`src/rtl/core/urs_pkg.sv`:
```
// Shared types and constants for the unique random sequence drawer.
package urs_pkg;

   localparam int CNT_W     = 11;   // pool numbers, live count, index
   localparam int SEQ_W     = 16;   // sequence length and word counters
   localparam int WORD_W    = 32;   // random word
   localparam int DIV_STEPS = WORD_W;
   localparam int DIV_CNT_W = $clog2(DIV_STEPS);
   localparam int RSP_W     = 16;   // result tdata, padded to whole bytes
   localparam int CSR_W     = 16;   // widest register
   localparam int CSR_IDX_W = 1;

   localparam logic [CNT_W-1:0] RESET_POOL_SIZE  = 11'd1024;
   localparam logic [SEQ_W-1:0] RESET_SEQ_LENGTH = 16'd1024;

   localparam logic [CSR_IDX_W-1:0] CSR_POOL_SIZE  = 1'b0;
   localparam logic [CSR_IDX_W-1:0] CSR_SEQ_LENGTH = 1'b1;

   localparam logic MODE_RESTART = 1'b0;
   localparam logic MODE_WORD    = 1'b1;

   // Commands from the controller to the datapath
   typedef struct packed {
      logic refill;         // reload counters, arm the mark clearing pass
      logic clr_step;       // clear one mark entry
      logic start_div;      // load the random word, clear the remainder
      logic div_step;       // one restoring division step
      logic mark_finished;  // sequence length reached before this word
      logic commit;         // apply the outcome of one word
      logic cmp_start;      // open a compaction pass
      logic cmp_step;       // move one pool entry during compaction
      logic cmp_end;        // close the compaction pass
      logic addr_cmp;       // memories addressed by the pass counter
   } urs_cmd_type;

   // Status from the datapath to the controller
   typedef struct packed {
      logic pass_done;   // clearing pass has covered its range
      logic cmp_done;    // compaction has read every live slot
      logic no_draw;     // finished or empty pool
      logic seq_done;    // drawn count has reached the sequence length
      logic div_last;    // final division step
      logic hit_free;    // addressed slot is unmarked
      logic out_free;    // result register can take a new result
      logic last_draw;   // a hit now would end the sequence
      logic batch_full;  // this word closes the batch
   } urs_status_type;

endpackage

```
`src/rtl/core/urs_ctrl.sv`:
```
// Controller state machine sequencing clearing, division, draw and compaction.
module urs_ctrl (
   input  logic                    clock,
   input  logic                    reset,
   input  logic                    req_tvalid,
   input  logic                    req_mode,
   output logic                    req_tready,
   input  urs_pkg::urs_status_type status,
   output urs_pkg::urs_cmd_type    cmd
);
   import urs_pkg::*;

   typedef enum logic [2:0] {
      S_CLEAR,
      S_IDLE,
      S_DIV,
      S_LOOK,
      S_DECIDE,
      S_CMP_RD,
      S_CMP_WR
   } state_type;

   state_type state_ff, state_in;

   assign req_tready = (state_ff == S_IDLE);

   always_comb begin
      state_in = state_ff;
      cmd      = '0;
      case (state_ff)
         S_CLEAR: begin
            if (status.pass_done) begin
               state_in = S_IDLE;
            end else begin
               cmd.clr_step = 1'b1;
            end
         end
         S_IDLE: begin
            if (req_tvalid) begin
               if (req_mode == MODE_RESTART) begin
                  cmd.refill = 1'b1;
                  state_in   = S_CLEAR;
               end else if (status.no_draw) begin
                  state_in = S_IDLE;
               end else if (status.seq_done) begin
                  cmd.mark_finished = 1'b1;
               end else begin
                  cmd.start_div = 1'b1;
                  state_in      = S_DIV;
               end
            end
         end
         S_DIV: begin
            cmd.div_step = 1'b1;
            if (status.div_last) begin
               state_in = S_LOOK;
            end
         end
         S_LOOK: begin
            state_in = S_DECIDE;
         end
         S_DECIDE: begin
            // hold while a hit would overwrite an untaken result
            if (!(status.hit_free && !status.out_free)) begin
               cmd.commit = 1'b1;
               if ((status.hit_free && status.last_draw) || status.batch_full) begin
                  cmd.cmp_start = 1'b1;
                  state_in      = S_CMP_RD;
               end else begin
                  state_in = S_IDLE;
               end
            end
         end
         S_CMP_RD: begin
            cmd.addr_cmp = 1'b1;
            if (status.cmp_done) begin
               cmd.cmp_end = 1'b1;
               state_in    = S_IDLE;
            end else begin
               state_in = S_CMP_WR;
            end
         end
         S_CMP_WR: begin
            cmd.addr_cmp = 1'b1;
            cmd.cmp_step = 1'b1;
            state_in     = S_CMP_RD;
         end
         default: begin
            state_in = S_IDLE;
         end
      endcase
   end

   always_ff @(posedge clock) begin
      if (reset) begin
         state_ff <= S_CLEAR;
      end else begin
         state_ff <= state_in;
      end
   end

endmodule

```
`config.mk`:
```
export PLATFORM = sky130hd
export DESIGN_NAME = urs_ctrl
export DESIGN_NICKNAME = d
export VERILOG_FILES = /design/src/rtl/core/urs_pkg.sv /design/src/rtl/core/urs_ctrl.sv
export SDC_FILE = /design/constraint.sdc
export NUM_CORES = 1
export LEC_CHECK = 0
export BUFFER_PORTS_ARGS = -buffer_cell sky130_fd_sc_hd__buf_4
export CAP_MARGIN = 20
export CORE_AREA = 2 2 39 41
export DETAILED_ROUTE_END_ITERATION = 12
export DIE_AREA = 0 0 41 43
export MAX_ROUTING_LAYER = met4
export PLACE_DENSITY = 0.55
export SYNTH_ARGS = -nofsm -noshare
export SYNTH_HDL_FRONTEND = slang
export SYNTH_SLANG_ARGS = --single-unit
```
`constraint.sdc`:
```
create_clock -name clock -period 2.2 [get_ports clock]
set_input_delay 0.55 -clock clock [delete_from_list [all_inputs] [get_ports clock]]
set_output_delay 0.55 -clock clock [all_outputs]
set_load 0.01 [all_outputs]
```
==> key figures, run 1 <==
Global route
  – First-pass GRT wire length: 1500 µm
  – Final global-route overflow total: 0
  – Largest net degree at the start of global routing: 14
  – Initial antenna violation count: 0
  – GR Util All Layers: 12.0%
  – Vias in the first global route: 359

Setup path
  – R2R Setup Slk: 740 ps
  – CP max FO: 8
  – R2R depth: 4
  – Crit end category: primary output
  – WP data required: 1650 ps
  – Setup CP Type: register to primary output
  – CP startpoint kind: register
  – CP arrival: 1490 ps
  – Reg2reg start: state_ff[2]
  – R2r endpoint: state_ff[0]

Power
  – Leak: 0.254 nW
  – VDD IR-drop max: 0.299 mV
  – Cell Pwr Density: 1000 mW/mm²

Synth
  – Syn Area/Cell: 8.32 µm²
  – Multiplexer share of the synthesized area: 0%
  – Synthesized area: 383 µm²
  – Gate Count Post-Synth: 46
  – Largest cells by area after synthesis: dfxtp_1 16%, nor3b_1 7.8%, a311oi_4 6.9%, and2_1 4.9%, nor2b_1 4.9%
  – Synth Area in Adders: 0%
  – Synthesis warning total: 0
  – Cell variety after synth: 30
  – Simple-gate share of the synthesized area: 47.7%
  – XOR/XNOR Fraction of Synth Area: 2.29%
  – Seq/Total Area, Yosys: 15.7%
  – Yosys top cell by area: dfxtp_1
  – Largest family of logic cells by synthesized area: simple AND/OR/NAND/NOR gates
  – Share of the synthesized area in the top cell type: 15.7%
  – Synth Register Bits: 3
  – Synth Area in Compound Gates: 27.8%
  – Syn Nets: 59

STA
  – Final setup vio count: 0
  – Rel. slew slack: 72.0%
  – Achievable Freq: 0.490 GHz
  – RSZ-0062 raised after global routing: false
  – Clk_skew: 1.13 ps
  – Period utilization: 92.8%
  – Count of final max-slew check failures: 0
  – Clock period minus worst slack: 2040 ps
  – Final Hold Viols: 0
  – Setup TNS: 0 ps
  – Slew @ Worst Pin: 419 ps

Clocking
  – CTS sink cnt: 3
  – H-Tree Depth: 1
  – Clk_lat worst skew: 230 ps
  – Root Driver: clkbuf_4
  – Postcts setup bufs: 0
  – Reg clk slew, reported paths: 40 ps
  – Post-CTS Resized: 0
  – Max clock buf depth: 2
  – CTS tree: built
  – Num CTS Buffers: 3
  – Hold Buf Count CTS: 0

Finish
  – NumNets Final: 86
  – Layout cells sized above 1: 47.2%
  – Post-route cell area: 599 µm²
  – Max reg flops: 3
  – Diode count: 0
  – Area Growth Syn to Fin: 56.5%
  – Register with the most flip-flops: state_ff
  – Largest regs: state_ff: 3 flops

Hold path
  – Hold Path Sink: state_ff[1]
  – HP Start: reset
  – Class of the worst hold path: primary input to register
  – Hold path cells: 2

Place
  – GPL Wtd Cong: 0.718
  – Dpl cell area: 573 µm²
  – Post-DP HPWL: 771 µm
  – # port buffers: 23

Routing
  – Antenna-violating nets left: 0
  – Drt pass-1 iters: 4
  – Total number of vias: 425
  – Residual DRC: 0
  – Initial DRC Count: 6
  – WL per Instance: 10.8 µm
  – Routed WL: 954 µm
  – Via density: 4.83

Floorplanning
  – Die Area: 0.00176 mm²
  – Starting Density: 27.7%
  – Core area: 0.00138 mm²
  – Horiz. Die Dim: 41 µm
  – Die Span Y: 43 µm
  – Num ports: 24
  – Rows: 14

Job
  – Max_cap viols: 0

Status
  – Outcome: finished clean
-- critical path, cell delays in order (launching register included) --
cell	delay, ps
dfxtp_1	380
nor3b_2	370
and2_1	220
nand2_1	60
nor2_1	90
buf_4	130
-- placed cells by master (no fill, tap or decap) --
master and n:
o311ai_1 1, a31oi_1 1, nor4b_2 1, inv_1 2, and2_1 3, o2111a_1 1, clkbuf_4 3, nor2_1 1
xor2_1 1, nor3b_1 4, nand2b_1 2, dfxtp_1 3, a21oi_2 1, nor3_1 3, nor4_2 1, nand2_1 1
o21ai_2 1, clkbuf_1 1, a311oi_1 1, o21a_1 1, nor4bb_1 1, and3_1 1, and4_1 1, nor3b_2 1
a311oi_4 1, and3b_1 1, nor4_1 1, o21ai_1 1, nor2b_1 3, buf_4 25, a21oi_1 3
-- report_power, final --
| group | switching (mW) | internal (mW) |
|---|---|---|
| Clock | 0.0271 | 0.0679 |
| Combinational | 0.193 | 0.201 |
| Sequential | 0.0348 | 0.0758 |
| Total | 0.255 | 0.345 |
-- Yosys cell counts --
library cell	number
and3b_1	1
nor4_1	1
buf_2	2
a311oi_1	1
xor2_1	1
buf_4	1
nor3b_2	1
inv_1	2
a21oi_2	1
o2111a_1	1
nand2_1	1
nor2_1	1
o21a_1	1
and3_1	1
nand2b_1	2
nor4bb_1	1
nor2b_1	3
nor4_2	1
a21oi_1	3
o21ai_2	1
nor4b_2	1
and4_1	1
dfxtp_1	3
o21ai_1	1
a311oi_4	1
nor3b_1	4
o311ai_1	1
and2_1	3
a31oi_1	1
nor3_1	3
-- cells by family after synthesis --
logic type,count (synthesis)
buffers and inverters,5
AOI/OAI and AO/OA,12
DFF,3
and+or+nand+nor,25
xor gates and xnor gates,1
-- routing by layer --
metal	wire, µm	share of wire [%]	up-vias	global-route usage, %
li1	-	-	228	-
met1	461	48	182	17.8
met2	444	47	15	17.2
met3	48	5.0	0	1.57
met4	0	0	0	2.00
met5	0	0	-	-
-- per-stage QoR --
| stage | total power, mW | setup WS [ps] | instances | hold WS (ps) | utilization (%) |
|---|---|---|---|---|---|
| finish | 0.600 | 158 | 88 | 494 | 43.3 |
| global route | 0.652 | 57.8 | 88 | 489 | 43.3 |
| CTS | 0.608 | 139 | 88 | 486 | 43.3 |
| detailed placement | 0.505 | 280 | 84 | 623 | 41.4 |
| global placement | 0.509 | 307 | 84 | 613 | 41.4 |
| floorplan | 0.378 | 417 | 46 | 612 | - |
-- final cells by class --
cell class                 count  area [µm²]
fill                         150         785
multi-input combinational     38         298
timing repair buffer          25         188
sequential                     3        60.1
clock buffer                   4        26.3
tap                           16        20.0
inverter                       2        7.51
-- how the worst max path moves through the flow --
stage / cells after the start / slack (ps) / endpoint / startpoint
2_1_floorplan: 5 / 420 / cmd[7] / state_ff[1]
3_3_place_gp: 5 / 310 / cmd[5] / status[6]
3_5_place_dp: 6 / 280 / cmd[7] / status[6]
4_1_cts: 5 / 140 / cmd[7] / state_ff[1]
5_1_grt: 5 / 60 / cmd[7] / state_ff[1]
6_report: 5 / 160 / cmd[7] / state_ff[1]
(Power assumes the default switching activity.)
==> run 2: changes to the inputs <==
- ABC_AREA: default -> 1
==> run 2 against run 1 <==
Effect of this change:
- critical path depth grew 1
- sequential power down 35%
- sequential cell count unchanged
- via count rose by 16%
- die area unchanged
- global-route usage grew 1.4 points
- non-clock buffer count down 2
==> key figures, run 2 <==
Setup path
  – Setup CP Type: register to primary output (unchanged)
  – Last element of the critical path: cmd[7] (unchanged)
  – R2R depth: 9 (was 4)
  – R2R Setup Slk: 940 ps (was 740 ps)
  – CP max FO: 8 (unchanged)
  – CP startpoint kind: register (unchanged)
  – WP data required: 1650 ps (about the same)
  – Reg2reg start: state_ff[1] (was state_ff[2])
  – Crit path from: state_ff[2] (was state_ff[1])
  – Crit end category: primary output (unchanged)
  – R2r endpoint: state_ff[0] (unchanged)
  – CP arrival: 1380 ps (was 1490 ps)

Finish
  – Largest regs: state_ff: 3 flops (unchanged)
  – Max reg flops: 3 (unchanged)
  – Layout cells sized above 1: 36.5% (was 47.2%)
  – Register with the most flip-flops: state_ff (unchanged)
  – Post-route cell area: 586 µm² (was 599 µm²)
  – Most common cell after layout, fill and taps aside: buf_4 (unchanged)
  – Most frequent cells in the layout: 23 x buf_4, 15 x nand2_1, 12 x nand3_1, 12 x inv_1, 9 x nor2_1 (was 25 x buf_4, 4 x nor3b_1)
  – Area Growth Syn to Fin: 51.9% (was 56.5%)
  – Diode count: 0 (unchanged)
  – NumNets Final: 110 (was 86)

Floorplanning
  – Die Span Y: 43 µm (unchanged)
  – Core area: 0.00138 mm² (unchanged)
  – Horiz. Die Dim: 41 µm (unchanged)
  – Die Area: 0.00176 mm² (unchanged)
  – Starting Density: 27.8% (was 27.7%)
  – Num ports: 24 (unchanged)
  – Rows: 14 (unchanged)

Global route
  – Gr busiest metal: met1 (unchanged)
  – GR Util All Layers: 13.4% (was 12.0%)
  – Met1 GRT Util: 18.3% (was 17.8%)
  – Met3 Usage GRT: 4.71% (was 1.57%)
  – Vias in the first global route: 383 (was 359)
  – Final global-route overflow total: 0 (unchanged)
  – Largest net degree at the start of global routing: 9 (was 14)
  – Met2 track demand over resource: 18.1% (was 17.2%)
  – Initial antenna violation count: 0 (unchanged)
  – First-pass GRT wire length: 1550 µm (was 1500 µm)

Synth
  – Synthesized area: 385 µm² (was 383 µm²)
  – Number of flops mapped to enable cells by yosys: 0 (unchanged)
  – Gate Count Post-Synth: 71 (was 46)
  – Share of the synthesized area in the top cell type: 15.6% (was 15.7%)
  – Cell variety after synth: 19 (was 30)
  – Most frequent cell after synthesis: nand2_1 (was nor3b_1)
  – Synthesis warning total: 0 (unchanged)
  – Dominant synthesized flop cell: dfxtp_1 (unchanged)
  – Seq/Total Area, Yosys: 15.6% (was 15.7%)
  – Syn Area/Cell: 5.43 µm² (was 8.32 µm²)
  – Yosys top cell by area: dfxtp_1 (unchanged)
  – Synth Register Bits: 3 (unchanged)
  – Syn Nets: 84 (was 59)
  – Most instantiated cells after synthesis: 15 x nand2_1, 12 x inv_1, 12 x nand3_1
  – Asr flop ratio synth: 0% (unchanged)
  – Largest cells by area after synthesis: dfxtp_1 16%, nand3_1 16%, nand2_1 15%, inv_1 12%, nor2_1 8.8% (was dfxtp_1 16%, nor3b_1 7.8%, a311oi_4 6.9%, and2_1 4.9%, nor2b_1 4.9%)

Place
  – GPL Wtd Cong: 0.760 (was 0.718)
  – Dpl cell area: 559 µm² (was 573 µm²)
  – Post-DP HPWL: 831 µm (was 771 µm)
  – # port buffers: 23 (unchanged)

Hold path
  – HP Start: reset (unchanged)
  – Class of the worst hold path: primary input to register (unchanged)

STA
  – Final setup vio count: 0 (unchanged)
  – Final Hold Viols: 0 (unchanged)
  – Clk_skew: 8.91 ps (was 1.13 ps)
  – Rel. slew slack: 79.8% (was 72.0%)
  – Period utilization: 87.8% (was 92.8%)
  – Clock period minus worst slack: 1930 ps (was 2040 ps)
  – RSZ-0062 raised after global routing: false (unchanged)
  – Count of final max-slew check failures: 0 (unchanged)
  – Setup TNS: 0 ps (unchanged)
  – Achievable Freq: 0.517 GHz (was 0.490 GHz)
  – Slew @ Worst Pin: 302 ps (was 419 ps)

Status
  – Outcome: finished clean (unchanged)

Clocking
  – CTS tree: built (unchanged)
  – Reg clk slew, reported paths: 40 ps (about the same)
  – Max clock buf depth: 2 (unchanged)
  – Root Driver: clkbuf_4 (unchanged)
  – Clk_lat worst skew: 240 ps (was 230 ps)
  – Post-CTS Resized: 0 (unchanged)
  – CTS sink cnt: 3 (unchanged)
  – H-Tree Depth: 1 (unchanged)
  – Postcts setup bufs: 0 (unchanged)
  – Num CTS Buffers: 3 (unchanged)
  – Hold Buf Count CTS: 0 (unchanged)

Routing
  – Antenna-violating nets left: 0 (unchanged)
  – Initial DRC Count: 7 (was 6)
  – Residual DRC: 0 (unchanged)
  – WL per Instance: 8.53 µm (was 10.8 µm)
  – Via density: 4.42 (was 4.83)
  – Routed WL: 955 µm (was 954 µm)
  – Drt pass-1 iters: 4 (unchanged)
  – Total number of vias: 495 (was 425)

Power
  – Cell Pwr Density: 504 mW/mm² (was 1000 mW/mm²)
  – Leak: 0.360 nW (was 0.254 nW)
  – Final Power: 0.295 mW (was 0.600 mW)
  – VDD IR-drop max: 0.434 mV (was 0.299 mV)

Job
  – Max_cap viols: 0 (unchanged)
==> run 2: cell types whose count changed in the layout (fill, tap and decap cells not counted), sizes merged, moves of 3 or more <==
cell and delta:
nor2 +10, nand3 +13, and2 -3, nor3b -4, nand2 +14, inv +14, nor2b -3
==> run 2: logic make-up after synthesis <==
group	count (synthesis)	synth area share [%]
and+or+nand+nor	47	60.1
DFF	3	15.6
buffers and inverters	18	20.5
AOI/OAI and AO/OA	3	3.89
==> run 2: per-stage QoR <==
step / hold slack, ps / instances / setup slack [ps] / util [%]
2_1_floorplan: 593 / 71 / 571 / -
3_5_place_dp: 617 / 108 / 457 / 40.4
3_3_place_gp: 631 / 108 / 469 / 40.4
4_1_cts: 479 / 112 / 270 / 42.3
6_report: 481 / 112 / 268 / 42.3
5_1_grt: 488 / 112 / 115 / 42.3
==> run 2: critical path: stages, from the launching register on <==
cell and delay (ps):
dfxtp_1 370, inv_2 150, nand3_1 160, inv_2 110
nand2_1 70, nor3_1 130, buf_4 150
==> run 2: metal layers <==
metal	wire length (µm)	vias to the layer above
li1	-	274
met4	13	0
met1	427	205
met5	0	-
met2	448	14
met3	65	2
==> run 2: how the worst min path moves through the flow <==
stage	to	slack, ps	cells after the start
2_1_floorplan	state_ff[0]	590	4
3_3_place_gp	state_ff[2]	630	2
3_5_place_dp	state_ff[2]	620	2
4_1_cts	state_ff[2]	480	2
5_1_grt	state_ff[1]	490	2
6_report	state_ff[2]	480	2
==> run 2: power by group <==
part / internal, mW / switching, mW / leakage [nW]
clock: 0.0681 / 0.0300 / 0.0150
sequential: 0.0604 / 0.0115 / 0.0245
combinational: 0.0569 / 0.0683 / 0.321
==> run 2: cell type report <==
class / count / area (µm²)
inverters: 16 / 60.1
multi-input cells: 50 / 246
flip-flops and latches: 3 / 60.1
repair buffers: 23 / 173
clock buffers: 4 / 26.3
fillers: 151 / 798
well taps: 16 / 20.0
==> run 3: changes to the inputs <==
- ABC_AREA: 1 -> default
- GPL_TIMING_DRIVEN: default -> 0
- SLEW_MARGIN: default -> 20
==> run 3 against run 2 <==
Effect of this change:
- clock power down 0.8%
- largest power group unchanged
- setup slack worse by 130 ps
- clock skew fell by 7.1 ps
==> key figures, run 3 (synthesis results as in run 1) <==
Setup path
  – R2R depth: 5 (was 9)
  – CP max FO: 7 (was 8)
  – Reg2reg start: state_ff[2] (was state_ff[1])
  – R2R Setup Slk: 740 ps (was 940 ps)
  – R2r endpoint: state_ff[2] (was state_ff[0])
  – CP arrival: 1510 ps (was 1380 ps)
  – WP data required: 1650 ps (about the same)
  – CP startpoint kind: register (unchanged)
  – Crit end category: primary output (unchanged)
  – Setup CP Type: register to primary output (unchanged)

Global route
  – Final global-route overflow total: 0 (unchanged)
  – First-pass GRT wire length: 1420 µm (was 1550 µm)
  – Largest net degree at the start of global routing: 11 (was 9)
  – GR Util All Layers: 12.0% (was 13.4%)
  – Initial antenna violation count: 0 (unchanged)
  – Vias in the first global route: 355 (was 383)

Power
  – Switching part of the total: 43.1% (was 37.2%)
  – Cell Pwr Density: 1010 mW/mm² (was 504 mW/mm²)
  – Internal power: 0.350 mW (was 0.185 mW)
  – Flop pwr share: 19.1% (was 24.4%)
  – Combinational power share: 65.1% (was 42.4%)
  – Final Power: 0.616 mW (was 0.295 mW)
  – Sw power: 0.265 mW (was 0.110 mW)
  – Clock power share: 15.8% (was 33.2%)
  – VDD IR-drop max: 0.326 mV (was 0.434 mV)
  – Leak: 0.259 nW (was 0.360 nW)

Finish
  – Max reg flops: 3 (unchanged)
  – Post-route cell area: 608 µm² (was 586 µm²)
  – Most common cell after layout, fill and taps aside: buf_4 (unchanged)
  – Largest regs: state_ff: 3 flops (unchanged)
  – Layout cells sized above 1: 47.9% (was 36.5%)
  – Diode count: 0 (unchanged)
  – # fillers: 152 (was 151)
  – Most frequent cells in the layout: 24 x buf_4, 4 x nor3b_1 (was 23 x buf_4, 15 x nand2_1, 12 x nand3_1, 12 x inv_1, 9 x nor2_1)
  – Register with the most flip-flops: state_ff (unchanged)
  – Area Growth Syn to Fin: 58.8% (was 51.9%)
  – NumNets Final: 87 (was 110)

Clocking
  – H-Tree Depth: 1 (unchanged)
  – Clk_lat worst skew: 230 ps (was 240 ps)
  – CTS sink cnt: 3 (unchanged)
  – CTS tree: built (unchanged)
  – Root Driver: clkbuf_4 (unchanged)
  – Max clock buf depth: 2 (unchanged)
  – Post-CTS Resized: 0 (unchanged)
  – Postcts setup bufs: 0 (unchanged)
  – Reg clk slew, reported paths: 40 ps (about the same)
  – Hold Buf Count CTS: 0 (unchanged)
  – Num CTS Buffers: 3 (unchanged)

Floorplanning
  – Die Area: 0.00176 mm² (unchanged)
  – Horiz. Die Dim: 41 µm (unchanged)
  – Starting Density: 27.7% (was 27.8%)
  – Rows: 14 (unchanged)
  – Num ports: 24 (unchanged)
  – Die Span Y: 43 µm (unchanged)
  – Core area: 0.00138 mm² (unchanged)

STA
  – Rel. slew slack: 74.5% (was 79.8%)
  – Clk_skew: 1.78 ps (was 8.91 ps)
  – Final Hold Viols: 0 (unchanged)
  – Achievable Freq: 0.486 GHz (was 0.517 GHz)
  – RSZ-0062 raised after global routing: false (unchanged)
  – Count of final max-slew check failures: 0 (unchanged)
  – Final setup vio count: 0 (unchanged)
  – Slew @ Worst Pin: 382 ps (was 302 ps)
  – Clock period minus worst slack: 2060 ps (was 1930 ps)
  – Period utilization: 93.6% (was 87.8%)
  – Setup TNS: 0 ps (unchanged)
  – Final WS setup: 142 ps (was 268 ps)

Place
  – Dpl cell area: 576 µm² (was 559 µm²)
  – # port buffers: 23 (unchanged)
  – Post-DP HPWL: 783 µm (was 831 µm)
  – Pre-CTS WS: 275 ps (was 457 ps)
  – GPL Wtd Cong: 0.737 (was 0.760)

Hold path
  – Hold Path Sink: state_ff[0] (was state_ff[2])
  – Hold path cells: 2 (unchanged)
  – HP Start: reset (unchanged)
  – Class of the worst hold path: primary input to register (unchanged)

Routing
  – Via density: 4.81 (was 4.42)
  – Residual DRC: 0 (unchanged)
  – Initial DRC Count: 6 (was 7)
  – WL per Instance: 11.1 µm (was 8.53 µm)
  – Total number of vias: 428 (was 495)
  – Routed WL: 986 µm (was 955 µm)
  – Antenna-violating nets left: 0 (unchanged)
  – Drt pass-1 iters: 2 (was 4)

Job
  – Max_cap viols: 0 (unchanged)

Status
  – Outcome: finished clean (unchanged)
-- run 3: power groups by stage --
stage,clock network [mW],logic [mW],registers (mW)
after floorplan,0,0.276,0.102
after global placement,0,0.391,0.117
after detailed placement,0,0.391,0.113
after CTS,0.101,0.391,0.115
after global routing,0.105,0.437,0.122
final,0.0972,0.401,0.118
-- run 3: cell type report --
class | count | area, µm² | area share, %
flip-flops and latches | 3 | 60.1 | 9.88
plain buffers | 3 | 17.5 | 2.88
well taps | 16 | 20.0 | 3.29
multi-input cells | 38 | 304 | 50.0
clock buffers | 4 | 26.3 | 4.32
inverters | 2 | 7.51 | 1.23
repair buffers | 23 | 173 | 28.4
-- run 3: worst max path at each step --
stage                startpoint     end  slack, ps  depth (start not counted)
floorplan           state_ff[1]  cmd[7]        420                          5
global placement      status[6]  cmd[5]        280                          5
detailed placement    status[6]  cmd[5]        270                          5
CTS                 state_ff[0]  cmd[5]         70                          4
global route        state_ff[0]  cmd[5]         40                          4
finish              state_ff[0]  cmd[5]        140                          4
-- run 3: worst max-delay path: stages, from the launching register on --
cell,delay [ps]
dfxtp_1,460
nor3b_4,320
and2_1,210
and3_1,160
buf_4,110
-- run 3: metal layers --
metal | GRT usage, % | share of wire (%) | vias up
met2 | 16.3 | 45 | 13
met3 | 0 | 5.3 | 2
met1 | 16.8 | 48 | 184
met4 | 8.00 | 1.4 | 0
met5 | - | 0 | -
li1 | - | - | 229
-- run 3: stage by stage --
step	std cells	hold WS, ps	utilization (%)
6_report	89	492	43.9
5_1_grt	89	493	43.9
4_1_cts	89	487	43.5
3_5_place_dp	85	713	41.6
3_3_place_gp	85	713	41.6
2_1_floorplan	46	612	-
